### config.mk
export PLATFORM = sky130hd
export DESIGN_NAME = lsvm_mac
export DESIGN_NICKNAME = d
export VERILOG_FILES = /design/src/design/assert_macros.svh /design/src/design/lsvm_pkg.sv /design/src/design/lsvm_mac.sv
export SDC_FILE = /design/constraint.sdc
export NUM_CORES = 1
export LEC_CHECK = 0
export BUFFER_PORTS_ARGS = -buffer_cell sky130_fd_sc_hd__clkbuf_2
export CAP_MARGIN = 20
export CORE_UTILIZATION = 25
export CTS_BUF_LIST = sky130_fd_sc_hd__clkbuf_4 sky130_fd_sc_hd__clkbuf_8
export CTS_CLUSTER_DIAMETER = 100
export DETAILED_ROUTE_END_ITERATION = 7
export GPL_ROUTABILITY_DRIVEN = 0
export GPL_TIMING_DRIVEN = 0
export REMOVE_ABC_BUFFERS = 1
export SETUP_SLACK_MARGIN = 0.02
export SLEW_MARGIN = 20
export SYNTH_ARGS = -nofsm -noshare
export SYNTH_HDL_FRONTEND = slang
export SYNTH_SLANG_ARGS = --single-unit
### constraint.sdc
create_clock -name clk -period 5.9 [get_ports clk]
set_clock_uncertainty 0.05 [all_clocks]
set_input_delay 0 -clock clk [delete_from_list [all_inputs] [get_ports clk]]
set_output_delay 0 -clock clk [all_outputs]
set_load 0.1 [all_outputs]
### src/design/assert_macros.svh
// assertion helpers used by the top-level design file
`ifndef ASSERT_MACROS_SVH
`define ASSERT_MACROS_SVH

// same-cycle implication, checked on clk, off during rst
`define ASSERT_IMPL(lbl, cond, prop) \
  lbl: assert property (@(posedge clk) disable iff (rst) (cond) |-> (prop)) \
    else $error("lsvm check failed");

// next-cycle implication, checked on clk, off during rst
`define ASSERT_NEXT(lbl, cond, prop) \
  lbl: assert property (@(posedge clk) disable iff (rst) (cond) |=> (prop)) \
    else $error("lsvm check failed");

`endif

### src/design/lsvm_pkg.sv
`default_nettype none
package lsvm_pkg;

  // default geometry
  localparam int DEF_NUM_VOICES  = 128;
  localparam int DEF_VOICE_DEPTH = 4096;
  localparam int DEF_SAMPLE_BITS = 16;

  // fixed field widths
  localparam int GAIN_W    = 16;
  localparam int FLAGS_W   = 2;
  localparam int MIX_W     = 24;
  localparam int Q_SHIFT   = 15;
  localparam int CFG_IDX_W = 1;
  localparam int CFG_DAT_W = 8;

  // voice must be playing and ready
  localparam logic [FLAGS_W-1:0] FLAG_ACTIVE = 2'b11;

  // no pulse voice
  localparam logic [7:0] PULSE_NONE = 8'd255;

  // mix saturation limits
  localparam int MIX_MAX = 8388607;
  localparam int MIX_MIN = -8388608;
  localparam logic signed [MIX_W-1:0] MIX_SAT_MAX = 24'sh7FFFFF;
  localparam logic signed [MIX_W-1:0] MIX_SAT_MIN = 24'sh800000;

  // operation codes
  localparam logic [1:0] FUNC_TICK      = 2'd0;
  localparam logic [1:0] FUNC_WR_SAMPLE = 2'd1;
  localparam logic [1:0] FUNC_WR_CTRL   = 2'd2;

  // register indexes
  localparam logic [CFG_IDX_W-1:0] REG_SYNC_ENABLE = 1'b0;
  localparam logic [CFG_IDX_W-1:0] REG_PULSE_VOICE = 1'b1;

  typedef struct packed {
    logic [1:0]         func;
    logic [6:0]         voice_index;
    logic [11:0]        sample_address;
    logic signed [15:0] sample_value;
    logic [12:0]        loop_length;
    logic [15:0]        loop_gain;
    logic               loop_playing;
    logic               loop_usable;
    logic               restart_position;
    logic               last_in_block;
  } in_t;

  typedef struct packed {
    logic signed [MIX_W-1:0] mix_sample;
    logic                    any_voice;
    logic                    pulse_reset;
  } out_t;

endpackage
`default_nettype wire

### src/design/lsvm_mac.sv
`default_nettype none
module lsvm_mac
  import lsvm_pkg::*;
#(
  parameter int SAMPLE_BITS = DEF_SAMPLE_BITS
) (
  input  wire logic                          clk,
  input  wire logic                          rst,
  input  wire logic                          clear,
  input  wire logic                          in_vld,
  input  wire logic signed [SAMPLE_BITS-1:0] sample,
  input  wire logic [GAIN_W-1:0]             gain,
  output logic signed [MIX_W-1:0]            sum,
  output logic                               busy
);

  localparam int PROD_W = SAMPLE_BITS + GAIN_W + 1;
  localparam int TERM_W = PROD_W - Q_SHIFT;
  localparam int ACC_W  = ((TERM_W > MIX_W) ? TERM_W : MIX_W) + 1;

  logic signed [PROD_W-1:0] prod;
  logic                     prod_vld;
  logic signed [TERM_W-1:0] term;
  logic signed [ACC_W-1:0]  acc;

  // multiply stage, gain taken as unsigned
  always_ff @(posedge clk) begin
    if (rst) begin
      prod_vld <= 1'b0;
    end else begin
      prod_vld <= in_vld;
    end
    prod <= $signed(sample) * $signed({1'b0, gain});
  end

  // floor shift, add, saturate
  always_comb begin
    term = $signed(prod[PROD_W-1:Q_SHIFT]);
    acc  = ACC_W'(sum) + ACC_W'(term);
  end

  always_ff @(posedge clk) begin
    if (clear) begin
      sum <= '0;
    end else if (prod_vld) begin
      priority if (acc > MIX_MAX) begin
        sum <= MIX_SAT_MAX;
      end else if (acc < MIX_MIN) begin
        sum <= MIX_SAT_MIN;
      end else begin
        sum <= acc[MIX_W-1:0];
      end
    end
  end

  assign busy = prod_vld;

endmodule
`default_nettype wire

==> results by group <==
Setup path
  • Slowest CP cell: fa_1
  • CP dominant cell by count: fa_1
  • Worst R2R Setup Slack: 2.22 ns
  • R2R depth: 11
  • Crit path arrival time: 5.76 ns
  • Critical path type: in2reg
  • Worst EP required: 6.08 ns
  • CP max stage delay: 0.56 ns
  • CP startpoint kind: input port
  • Crit path buf inv count: 3
  • Critical Path Sink Type: flip-flop
  • CP Cell Sequence: clkbuf_2, and2_1, fa_1, inv_1, fa_1, fa_1, inv_1, fa_1, fa_1, fa_1, ha_1, a21o_1, a21o_1, a21o_1, a22o_1, a211o_1, a31oi_4, o41ai_4, and4_1, nor3_1
  • FF-to-FF End: sum[8]
  • Worst Path Max Fanout: 16
  • Reg-to-Reg Start: sum[0]
  • Delay-heaviest family, CP: adder cells

Route
  • Post-route DRC: 0
  • Vias: 8217
  • First drt pass iteration count: 6
  • Vias per cell: 4.456
  • Wire per inst: 14.36 µm
  • Drt total wl: 26480 µm
  • Detail Route Antenna Nets: 0
  • DR iter-0 viols: 394

GRT
  • Largest net degree at the start of global routing: 36
  • Grt total ovfl: 0
  • Number of global-route vias before repair: 8748
  • GRT Overall Usage: 12.21%
  • Initial antenna violation count: 2
  • Global-route wire length before repair: 44280 µm

STA
  • Fin crit share: 94.52%
  • Slew HR: 36.41%
  • Setup repair after global routing missed its margin: no
  • Fin Setup TNS: 0 ns
  • Fmax: 179.3 MHz
  • Fin. max-slew vios: 0
  • Worst-margin pin slew: 0.9528 ns
  • Min Tclk post-route: 5.577 ns
  • Final hold viol count: 0
  • Setup violations, final: 0

Layout
  • Fin util: 28.04%
  • Nets: 1631
  • Final instance count without filler cells: 1844
  • Inserted Diodes: 0
  • Layout cells sized above 1: 9.373%
  • Area delta synth->final: 9.551%
  • Final Cell Area: 0.01218 mm²

Synth
  • Synth warn: 0
  • Synth Flop Type: dfxtp_1
  • Number of synthesized flops with an enable pin: 0
  • Distinct cells, synth: 66
  • Mapped Avg Cell Area: 9.035 µm²
  • Synth top area share: 34.92%
  • Post-synthesis instance area: 0.01112 mm²
  • Most area-hungry cell type in the Yosys netlist: fa_1
  • Post-synthesis sequential area ratio: 7.740%
  • Post-synthesis sequential element count: 43
  • Ys async rst share: 0%
  • Post-Syn Instances: 1231
  • Cells taking the most area after synthesis: fa_1 35%, ha_1 16%, dfxtp_1 7.7%

Clock tree
  • Deepest clock path buffer count: 2
  • CTS tree: done
  • Reg clk slew, reported paths: 0.08 ns
  • Clock root buffer: clkbuf_8
  • Clk sink count: 43
  • Worst-Skew Late Latency: 0.31 ns
  • CTS H-tree depth: 2
  • Cts bufs inserted: 5

Pwr
  • Power Density: 570.1 mW/mm²
  • Sw frac: 53.59%
  • Power share of the clock group: 2.9%
  • Int Pwr: 0.003224 W
  • VDD IR max: 0.5021 mV
  • Net load switching power: 0.003723 W
  • Leak: 6.036 nW
  • Flop pwr share: 7.3%
  • Combinational power share: 89.8%

Worst hold path
  • Hold path cells: 2
  • HP Start: clear
  • Hold Crit Class: in2reg
  • Worst hold endpoint: sum[23]

Die
  • Initial Util: 25.59%
  • Die Ht: 212.9 µm
  • Core outline area: 0.04346 mm²
  • IO Pins: 61
  • Die area: 0.04533 mm²
  • Horiz. Die Dim: 212.9 µm
  • FP Rows: 76

Placement
  • Placed Cells: 1832
  • Placed cell area: 0.01199 mm²
  • PortBufs: 60
  • HPWL after detailed placement: 21400 µm

Outcome
  • Outcome: finished, final reports clean

Job
  • # Max-Cap Violations: 0
## sequential cells by signal, indices dropped and copies added (netlist names)
name / count
prod: 18
busy: 1
sum: 24
## cell usage in the layout, fill, tap and decap left out, types with 23 or more instances in the layout
cell type,instances
inv_1,229
clkbuf_2,47
ha_1,143
a21o_1,23
and2_1,114
nor2_1,46
fa_1,194
nand2_1,149
dfxtp_1,42
a21oi_1,32
## how the worst max path moves through the flow
stage	from	end	slack, ns	cells after the start
6_report	sample[4]	prod[32]	0.32	20
3_5_place_dp	gain[4]	prod[29]	-0.46	20
5_1_grt	sample[4]	prod[29]	0.03	22
4_1_cts	gain[14]	prod[29]	0.03	22
2_1_floorplan	sample[4]	prod[32]	0.58	21
3_3_place_gp	gain[4]	prod[29]	-0.39	20
## kinds of logic after synthesis
family / count (synthesis) / synth area share, %
simple gates: 370 / 16.41
fa+ha+maj: 355 / 52.77
buf+inv: 275 / 9.461
compound gates: 154 / 10.74
flops: 43 / 7.740
xor+xnor: 32 / 2.689
mux: 2 / 0.1800
## power groups by stage
| stage | clock network [W] | registers [W] | logic, W |
|---|---|---|---|
| 2_1_floorplan | 0 | 0.000701 | 0.00452 |
| 3_3_place_gp | 0 | 0.000523 | 0.00595 |
| 3_5_place_dp | 0 | 0.000518 | 0.00605 |
| 4_1_cts | 0.000214 | 0.000511 | 0.00612 |
| 5_1_grt | 0.000219 | 0.000522 | 0.00712 |
| 6_report | 0.000203 | 0.000509 | 0.00623 |
## per-layer routing
layer	track usage, %	part of all wire, %	vias up
met5	0	0.12	-
met1	16.15	47	4109
met2	21.05	47	137
met4	2.357	1.5	4
met3	1.780	4.9	30
li1	-	-	3937
## cells in the mapped netlist (all sizes together), types with 5 or more instances
library cell / count
nor2b: 7
clkbuf: 39
ha: 143
xnor2: 19
xor2: 13
nand2: 149
o21bai: 9
nor3: 6
o311ai: 5
maj3: 18
buf: 6
a21oi: 35
o21ai: 19
nand2b: 12
and2: 114
o21a: 7
nand3: 9
a211oi: 26
dfxtp: 43
inv: 230
a21o: 23
fa: 194
nor2: 48
## timing repair
action,4_1_cts,5_1_grt
hold endpoints to repair,1,0
setup endpoints to repair,4,6
hold buffers,2,0
buffers inserted,0,2
pin swaps,0,3
cloned,0,0
resized for setup,2,22
## metrics by stage
step / total power (W) / hold WS (ns) / worst slack (ns)
final: 0.006946 / 0.2689 / 0.3231
after global routing: 0.007860 / 0.3322 / 0.03289
after CTS: 0.006847 / 0.2745 / 0.03184
after detailed placement: 0.006569 / 0.1099 / -0.4562
after global placement: 0.006477 / 0.1126 / -0.3912
after floorplan: 0.005216 / 0.01465 / 0.5850
## area by class of cell
cell class                 count  area, µm²
fill                        4589      31270
multi-input combinational    913       9260
inverter                     230      863.3
sequential                    43      862.1
tap                          585      732.0
timing repair buffer          65      367.9
clock buffer                   7      90.09
clock inverter                 1      8.758
(Power assumes the default switching activity.)
